**config.mk**
```make
export PLATFORM = sky130hd
export DESIGN_NAME = i2c_master_bit_sequencer_core
export DESIGN_NICKNAME = d
export VERILOG_FILES = /design/src/rtl/i2cm_pkg.sv /design/src/rtl/i2cm_seq.sv /design/src/rtl/i2cm_out_reg.sv /design/src/rtl/i2c_master_bit_sequencer_core.sv
export SDC_FILE = /design/constraint.sdc
export NUM_CORES = 1
export LEC_CHECK = 0
export BUFFER_PORTS_ARGS = -buffer_cell sky130_fd_sc_hd__clkbuf_2
export CAP_MARGIN = 30
export CORE_MARGIN = 3
export CORE_UTILIZATION = 60
export CTS_BUF_LIST = sky130_fd_sc_hd__clkbuf_8
export DETAILED_ROUTE_END_ITERATION = 8
export HOLD_SLACK_MARGIN = 0.02
export PLACE_DENSITY_LB_ADDON = 0.2
export SLEW_MARGIN = 25
export SYNTH_ARGS = -nofsm -noshare
export SYNTH_HDL_FRONTEND = slang
export SYNTH_SLANG_ARGS = --single-unit
```
**constraint.sdc**
```tcl
create_clock -name i_clk -period 3.5 [get_ports i_clk]
set_input_delay 0.175 -clock i_clk [delete_from_list [all_inputs] [get_ports i_clk]]
set_output_delay 0.175 -clock i_clk [all_outputs]
set_load 0.01 [all_outputs]
```
**src/rtl/i2cm_pkg.sv**
```systemverilog
// ----------------------------------------------------------------------------
// i2cm_pkg
// Shared types, opcodes and sequence lengths for the I2C master bit sequencer.
// ----------------------------------------------------------------------------
package i2cm_pkg;

    // Command and tick opcodes; TICK also marks the idle engine
    typedef enum logic [2:0] {
        OP_TICK    = 3'd0,
        OP_START   = 3'd1,
        OP_STOP    = 3'd2,
        OP_SEND    = 3'd3,
        OP_RECV    = 3'd4,
        OP_ACK     = 3'd5,
        OP_NACK    = 3'd6,
        OP_WAITACK = 3'd7
    } t_opcode;

    localparam int STEP_W = 5;
    localparam int DATA_W = 8;

    // Phase counts per primitive
    localparam logic [STEP_W-1:0] LEN_START = 5'd4;
    localparam logic [STEP_W-1:0] LEN_STOP  = 5'd3;
    localparam logic [STEP_W-1:0] LEN_SEND  = 5'd24;
    localparam logic [STEP_W-1:0] LEN_RECV  = 5'd17;
    localparam logic [STEP_W-1:0] LEN_SHORT = 5'd3;

    // Sub-phase of one transmitted bit: drive SDA, raise SCL, lower SCL
    typedef enum logic [2:0] {
        BIT_DATA = 3'b001,
        BIT_HIGH = 3'b010,
        BIT_LOW  = 3'b100
    } t_bit_phase;

    // One result item
    typedef struct packed {
        logic              scl_out;
        logic              sda_out;
        logic              busy_res;
        logic              done_res;
        logic [DATA_W-1:0] read_data;
        logic              ack_level;
        logic              rejected;
    } t_result;

    function automatic logic [STEP_W-1:0] seq_length(input t_opcode cmd);
        logic [STEP_W-1:0] len;
        case (cmd)
            OP_START: len = LEN_START;
            OP_STOP:  len = LEN_STOP;
            OP_SEND:  len = LEN_SEND;
            OP_RECV:  len = LEN_RECV;
            default:  len = LEN_SHORT;
        endcase
        return len;
    endfunction

endpackage

```
**src/rtl/i2cm_seq.sv**
```systemverilog
// ----------------------------------------------------------------------------
// i2cm_seq
// Sequencer state and single-pass step logic: one pin write per tick.
// ----------------------------------------------------------------------------
module i2cm_seq (
    input  logic                      i_clk,
    input  logic                      i_rst_n,
    input  logic                      i_accept,
    input  logic [2:0]                i_opcode,
    input  logic [7:0]                i_write_data,
    input  logic                      i_sda_sensed,
    output i2cm_pkg::t_result         o_result
);

    logic                          r_scl, n_scl;
    logic                          r_sda, n_sda;
    i2cm_pkg::t_opcode             r_cmd, n_cmd;
    logic [i2cm_pkg::STEP_W-1:0]   r_step, n_step;
    logic [i2cm_pkg::DATA_W-1:0]   r_shift, n_shift;
    logic                          r_ack, n_ack;
    i2cm_pkg::t_bit_phase          r_bit, n_bit;

    i2cm_pkg::t_opcode             op;
    logic                          busy;
    logic [i2cm_pkg::STEP_W-1:0]   step_inc;

    assign op       = i2cm_pkg::t_opcode'(i_opcode);
    assign busy     = (r_cmd != i2cm_pkg::OP_TICK);
    assign step_inc = r_step + 5'd1;

    // Compute next state and the result for this request
    always_comb begin
        n_scl   = r_scl;
        n_sda   = r_sda;
        n_cmd   = r_cmd;
        n_step  = r_step;
        n_shift = r_shift;
        n_ack   = r_ack;
        n_bit   = r_bit;
        o_result.done_res  = 1'b0;
        o_result.rejected  = 1'b0;
        o_result.read_data = '0;
        o_result.ack_level = 1'b1;

        if (op != i2cm_pkg::OP_TICK) begin
            if (busy) begin
                o_result.rejected = 1'b1;
            end else begin
                n_cmd  = op;
                n_step = '0;
                n_bit  = i2cm_pkg::BIT_DATA;
                if (op == i2cm_pkg::OP_SEND) begin
                    n_shift = i_write_data;
                end else if (op == i2cm_pkg::OP_RECV) begin
                    n_shift = '0;
                end
            end
        end else if (busy) begin
            case (r_cmd)
                i2cm_pkg::OP_START: begin
                    case (r_step[1:0])
                        2'd0:    n_sda = 1'b1;
                        2'd1:    n_scl = 1'b1;
                        2'd2:    n_sda = 1'b0;
                        default: n_scl = 1'b0;
                    endcase
                end
                i2cm_pkg::OP_STOP: begin
                    case (r_step[1:0])
                        2'd0:    n_sda = 1'b0;
                        2'd1:    n_scl = 1'b1;
                        default: n_sda = 1'b1;
                    endcase
                end
                i2cm_pkg::OP_SEND: begin
                    case (r_bit)
                        i2cm_pkg::BIT_DATA: begin
                            n_sda = r_shift[i2cm_pkg::DATA_W-1];
                            n_bit = i2cm_pkg::BIT_HIGH;
                        end
                        i2cm_pkg::BIT_HIGH: begin
                            n_scl = 1'b1;
                            n_bit = i2cm_pkg::BIT_LOW;
                        end
                        default: begin
                            n_scl   = 1'b0;
                            n_shift = {r_shift[i2cm_pkg::DATA_W-2:0], 1'b0};
                            n_bit   = i2cm_pkg::BIT_DATA;
                        end
                    endcase
                end
                i2cm_pkg::OP_RECV: begin
                    // Release SDA first, then odd phases raise SCL, even ones sample and lower SCL
                    if (r_step == '0) begin
                        n_sda = 1'b1;
                    end else if (r_step[0]) begin
                        n_scl = 1'b1;
                    end else begin
                        n_shift = {r_shift[i2cm_pkg::DATA_W-2:0], i_sda_sensed};
                        n_scl   = 1'b0;
                    end
                end
                default: begin
                    // ack, nack and wait ack share one three-phase pattern
                    case (r_step[1:0])
                        2'd0:    n_sda = (r_cmd != i2cm_pkg::OP_ACK);
                        2'd1:    n_scl = 1'b1;
                        default: begin
                            if (r_cmd == i2cm_pkg::OP_WAITACK) begin
                                n_ack = i_sda_sensed;
                            end
                            n_scl = 1'b0;
                        end
                    endcase
                end
            endcase

            n_step = step_inc;
            if (step_inc >= i2cm_pkg::seq_length(r_cmd)) begin
                o_result.done_res = 1'b1;
                if (r_cmd == i2cm_pkg::OP_RECV) begin
                    o_result.read_data = n_shift;
                end
                if (r_cmd == i2cm_pkg::OP_WAITACK) begin
                    o_result.ack_level = n_ack;
                end
                n_cmd  = i2cm_pkg::OP_TICK;
                n_step = '0;
            end
        end

        o_result.scl_out  = n_scl;
        o_result.sda_out  = n_sda;
        o_result.busy_res = (n_cmd != i2cm_pkg::OP_TICK);
    end

    // Advance the state on each accepted request
    always_ff @(posedge i_clk) begin
        if (!i_rst_n) begin
            r_scl   <= 1'b1;
            r_sda   <= 1'b1;
            r_cmd   <= i2cm_pkg::OP_TICK;
            r_step  <= '0;
            r_shift <= '0;
            r_ack   <= 1'b1;
            r_bit   <= i2cm_pkg::BIT_DATA;
        end else if (i_accept) begin
            r_scl   <= n_scl;
            r_sda   <= n_sda;
            r_cmd   <= n_cmd;
            r_step  <= n_step;
            r_shift <= n_shift;
            r_ack   <= n_ack;
            r_bit   <= n_bit;
        end
    end

    a_idle_step_zero: assert property (@(posedge i_clk) disable iff (!i_rst_n)
        (r_cmd == i2cm_pkg::OP_TICK) |-> (r_step == '0))
        else $error("idle sequencer holds a nonzero phase step");

    a_reject_when_busy: assert property (@(posedge i_clk) disable iff (!i_rst_n)
        o_result.rejected |-> busy)
        else $error("command rejected while idle");

    a_done_goes_idle: assert property (@(posedge i_clk) disable iff (!i_rst_n)
        (i_accept && o_result.done_res) |=> (r_cmd == i2cm_pkg::OP_TICK))
        else $error("sequencer still active after done");

    a_load_command: assert property (@(posedge i_clk) disable iff (!i_rst_n)
        (i_accept && !busy && (op != i2cm_pkg::OP_TICK))
        |=> ((r_step == '0) && (r_cmd == $past(op))))
        else $error("command not loaded at phase zero");

endmodule

```
**src/rtl/i2cm_out_reg.sv**
```systemverilog
// ----------------------------------------------------------------------------
// i2cm_out_reg
// Output register with a skid stage between the step logic and the consumer.
// ----------------------------------------------------------------------------
module i2cm_out_reg (
    input  logic                 i_clk,
    input  logic                 i_rst_n,
    input  logic                 i_valid,
    output logic                 o_stall,
    input  i2cm_pkg::t_result    i_result,
    output logic                 o_valid,
    input  logic                 i_stall,
    output i2cm_pkg::t_result    o_result
);

    logic                 r_out_valid;
    logic                 r_skid_valid;
    i2cm_pkg::t_result    r_out;
    i2cm_pkg::t_result    r_skid;
    logic                 accept_in;
    logic                 out_fire;

    assign o_stall   = r_skid_valid;
    assign accept_in = i_valid && !r_skid_valid;
    assign out_fire  = r_out_valid && !i_stall;
    assign o_valid   = r_out_valid;
    assign o_result  = r_out;

    // Track which stages hold a result
    always_ff @(posedge i_clk) begin
        if (!i_rst_n) begin
            r_out_valid  <= 1'b0;
            r_skid_valid <= 1'b0;
        end else if (r_skid_valid) begin
            if (out_fire) begin
                r_skid_valid <= 1'b0;
            end
        end else if (accept_in) begin
            if (!r_out_valid || out_fire) begin
                r_out_valid <= 1'b1;
            end else begin
                r_skid_valid <= 1'b1;
            end
        end else if (out_fire) begin
            r_out_valid <= 1'b0;
        end
    end

    // Move payloads: skid drains first, otherwise take the new request
    always_ff @(posedge i_clk) begin
        if (r_skid_valid) begin
            if (out_fire) begin
                r_out <= r_skid;
            end
        end else if (accept_in) begin
            if (!r_out_valid || out_fire) begin
                r_out <= i_result;
            end else begin
                r_skid <= i_result;
            end
        end
    end

    a_skid_needs_out: assert property (@(posedge i_clk) disable iff (!i_rst_n)
        r_skid_valid |-> r_out_valid)
        else $error("skid stage full while output stage empty");

    a_skid_drains: assert property (@(posedge i_clk) disable iff (!i_rst_n)
        (r_skid_valid && out_fire) |=> (r_out_valid && !r_skid_valid))
        else $error("skid stage did not drain into output");

    a_no_accept_full: assert property (@(posedge i_clk) disable iff (!i_rst_n)
        (r_skid_valid && !out_fire) |=> r_skid_valid)
        else $error("skid stage lost a result");

endmodule

```
**src/rtl/i2c_master_bit_sequencer_core.sv**
```systemverilog
// ----------------------------------------------------------------------------
// i2c_master_bit_sequencer_core
// Open-drain I2C master bit engine driven by command and tick requests.
// ----------------------------------------------------------------------------
// Every request (a command or a tick) is taken while o_stall is low and yields
// one result, computed by the step logic from the sequencer state and held in
// the output register. Requests may arrive back to back, one per clock, while
// o_stall is low, and a skid stage lets one more request enter while a result waits.
// A command loads a primitive without touching the pins; each following tick
// performs one SCL or SDA write, so bus timing follows the tick rate. Commands
// sent while a primitive is running are flagged as rejected and ignored.
module i2c_master_bit_sequencer_core (
    input  logic        i_clk,
    input  logic        i_rst_n,
    input  logic        i_valid,
    output logic        o_stall,
    input  logic [2:0]  i_opcode,
    input  logic [7:0]  i_write_data,
    input  logic        i_sda_sensed,
    output logic        o_valid,
    input  logic        i_stall,
    output logic        o_scl_out,
    output logic        o_sda_out,
    output logic        o_busy_res,
    output logic        o_done_res,
    output logic [7:0]  o_read_data,
    output logic        o_ack_level,
    output logic        o_rejected
);

    i2cm_pkg::t_result  step_result;
    i2cm_pkg::t_result  out_result;
    logic               in_accept;

    // Accept a request when the skid stage has room
    assign in_accept = i_valid && !o_stall;

    i2cm_seq u_seq (
        .i_clk        (i_clk),
        .i_rst_n      (i_rst_n),
        .i_accept     (in_accept),
        .i_opcode     (i_opcode),
        .i_write_data (i_write_data),
        .i_sda_sensed (i_sda_sensed),
        .o_result     (step_result)
    );

    i2cm_out_reg u_out_reg (
        .i_clk    (i_clk),
        .i_rst_n  (i_rst_n),
        .i_valid  (i_valid),
        .o_stall  (o_stall),
        .i_result (step_result),
        .o_valid  (o_valid),
        .i_stall  (i_stall),
        .o_result (out_result)
    );

    assign o_scl_out   = out_result.scl_out;
    assign o_sda_out   = out_result.sda_out;
    assign o_busy_res  = out_result.busy_res;
    assign o_done_res  = out_result.done_res;
    assign o_read_data = out_result.read_data;
    assign o_ack_level = out_result.ack_level;
    assign o_rejected  = out_result.rejected;

endmodule
```
==> impl_metrics.csv <==
group,metric,value,unit
status,status,"completed",
timing,final.setup.tns,0,ns
placed_design,gp_congestion,0.943,
worst_hold_path,min_path_type,"in2reg",
worst_hold_path,min_from,"i_write_data[0]",
global_route,grt_first_pass_wirelength,10200,um
clock_tree,cts_buffers,5,
yosys,ys.flop_type,"edfxtp_1",
global_route,grt_pass1_vias,2161,
worst_hold_path,whs_endpoint,"u_seq.r_shift[0]",
global_route,grt_use_total,23.3,%
yosys,syn-cell-area,2930,um^2
global_route,grt_max_degree,26,
final_layout,diodes,0,
timing,fmax,340,MHz
worst_setup_path,critPathArrivalTime,2.98,ns
clock_tree,cts_root_buffer,"clkbuf_8",
global_route,use_met2,37.3,%
die,num_rows,24,
final_layout,nFillCells,339,
worst_setup_path,r2r-start,"u_seq.r_cmd[2]",
routing,routedWlPerCell,16.2,um
die,core,4530,um^2
yosys,ys_warn_count,0,
power_and_ir_drop,total_power,1.30,mW
worst_setup_path,cp.buffers_inverters,0,
worst_setup_path,crit_chain,"or3b_1 -> and2_1 -> ha_1 -> a21o_1 -> a31oi_1 -> or3_1 -> o31ai_1",
global_route,use_met1,31.7,%
worst_setup_path,rrSetupSlack,0.56,ns
clock_tree,post_cts_resized,0,
die,die_area,5750,um^2
power_and_ir_drop,cellPowerDensity,404,nW/um^2
worst_setup_path,critical_path_class,"reg2reg",
global_route,top_usage_layer,"met2",
die,io_pins,32,
placed_design,port_buffers,31,
placed_design,place_area,3100,um^2
routing,num_vias,2407,
yosys,async_flop_share,0,%
timing,fin_crit_sh,84.1,%
yosys,yosysSeqAreaShare,45.1,%
placed_design,hpwl,4460,um
die,die-height,75.9,um
final_layout,multi_input_area,1480,um^2
timing,final-hold-violation-count,0,
clock_tree,clock_latency,0.31,ns
routing,drc,0,
worst_hold_path,hold_path_depth,3,
yosys,yosysUniqueCellTypes,58,
final_layout,fin_area,3220,um^2
global_route,met3_usage,4.35,%
routing,wl,6300,um
yosys,syn_avg_cell_area,9.73,um^2
final_layout,syn_to_final_growth,9.96,%
worst_setup_path,rr_endpoint,"u_out_reg.o_result[4]",
timing,rsz0062_at_grt,"no",
timing,tightest_slew,0.738,ns
yosys,synth_cells,301,
global_route,antenna_found_initial,0,
timing,whs,0.0983,ns
clock_tree,htree_num_levels,2,
routing,routed_via_density,6.17,
worst_setup_path,critPathMaxStageDelay,0.51,ns
worst_setup_path,critPathMaxFanout,16,
die,die_x,75.9,um
worst_setup_path,cp.required,3.54,ns
timing,slew_violations,0,
yosys,synth_fp_nets,327,
final_layout,final_cell_mix,"nand2_1, clkbuf_2, nor2_1, edfxtp_1, dfxtp_1",
timing,finalSetupViolations,0,
clock_tree,clk_path_buf_depth,2,
clock_tree,cts_tree,"done",
clock_tree,clock_sinks,52,
timing,skew,0.00893,ns
die,initial_core_util,64.6,%
timing,relSlewSlack,50.7,%
yosys,ys_ff_latch,52,
worst_setup_path,reg2regPathDepth,7,
worst_setup_path,cp_slowest_cell,"or3b_1",
worst_setup_path,critPathLaunchType,"register",
global_route,globalRouteOverflowTotal,0,
routing,drt-initial-drc-count,152,
clock_tree,clkTransAtPathRegs,0.10,ns
worst_setup_path,path_delay_family,"simple AND/OR/NAND/NOR gates",
flow_run,cap_violations,0,
clock_tree,cts_hold_buf,0,
worst_setup_path,end_kind,"register",
power_and_ir_drop,p_leak,1.18,nW
routing,dr.pass1.iters,5,
final_layout,seq_area,1320,um^2
power_and_ir_drop,vdd_drop_max,221,uV
final_layout,nNetsFinal,350,
timing,period_needed,2.94,ns
final_layout,drive_gt1_share,16.9,%
clock_tree,cts_setup_buffers,0,
yosys,synth-edff-count,28,
routing,ant_nets,0,
final_layout,final_common_cell,"nand2_1",
## registers in the layout (all words and copies together) (netlist names)
| register | count |
|---|---|
| u_seq.r_sda | 1 |
| u_seq.r_scl | 1 |
| u_out_reg.o_stall | 1 |
| u_seq.r_shift | 8 |
| u_seq.r_step | 5 |
| u_out_reg.r_skid | 14 |
| u_seq.r_cmd | 3 |
| u_seq.r_bit | 3 |
| u_out_reg.o_result | 14 |
| u_seq.r_ack | 1 |
| u_out_reg.o_valid | 1 |
## synthesized netlist by cell type, types with 3 or more instances
library cell,n,area share (%)
mux2i_1,11,3.8
xnor2_1,3,0.90
mux2_2,3,1.2
edfxtp_1,28,29
nor2_1,30,3.8
a21oi_1,13,2.2
o31ai_1,10,2.6
and2_1,3,0.64
nand2_1,32,4.1
o32ai_1,3,0.90
or3_1,4,0.85
inv_1,12,1.5
nand3_1,5,0.85
nand2b_1,5,1.1
a21o_1,4,1.0
a32oi_1,4,1.2
ha_1,10,4.3
a221oi_1,8,2.4
o21ai_0,8,1.4
o31a_1,5,1.5
a31oi_1,12,2.6
dfxtp_1,24,16
nor2b_1,4,0.85
buf_2,3,0.51
o2bb2ai_1,6,1.8
clkbuf_1,12,1.5
## worst reg2reg max path, stage by stage, from the launching register on
cell,delay [ns]
dfxtp_1,0.45
or3b_1,0.51
and2_1,0.31
ha_1,0.36
a21o_1,0.19
a31oi_1,0.23
or3_1,0.48
o31ai_1,0.14
## kinds of logic after synthesis
kind of cell    after synthesis  synth area share, %
mux                          14                 4.91
buf+inv                      31                 4.36
xor+xnor                      4                 1.20
compound gates               90                 23.2
fa+ha+maj                    10                 4.27
flops                        52                 45.1
simple gates                100                 17.0
## worst max path at each step
stage,cells past startpoint,to,from
global placement,7,u_out_reg.o_result[7],u_seq.r_cmd[0]
finish,7,u_out_reg.o_result[4],u_seq.r_cmd[2]
global route,7,u_out_reg.o_result[5],u_seq.r_cmd[2]
floorplan,12,u_out_reg.o_result[7],u_seq.r_cmd[1]
CTS,7,u_out_reg.o_result[9],u_seq.r_cmd[0]
detailed placement,7,u_out_reg.o_result[9],u_seq.r_cmd[0]
## per-layer routing
metal / wire length (um) / up-vias
met1: 2790 / 1110
met5: 0 / -
met4: 107 / 0
li1: - / 1178
met2: 2920 / 105
met3: 481 / 14
## final cells by class
class                           count  share of cell area, %
Inverter                           14                   1.63
Clock buffer                        5                   2.14
Clock inverter                      3                   1.44
Multi-Input combinational cell    218                   45.9
Tap cell                           65                   2.53
Timing Repair Buffer               33                   5.29
Sequential cell                    52                   41.0
## metrics by stage
step                instances  utilization, %  setup slack, ns
finish                    390            71.0            0.557
CTS                       390            71.0            0.611
floorplan                 301               -            0.293
global placement          382            68.5            0.777
global route              390            71.0            0.411
detailed placement        382            68.5            0.678
## report_power, final
part	switching [mW]	leakage, nW	internal (mW)
combinational	0.125	0.663	0.0688
clock	0.211	0.0548	0.216
sequential	0.0177	0.462	0.663
total	0.354	1.18	0.948
Note: power is estimated with default switching activity, not from simulation.
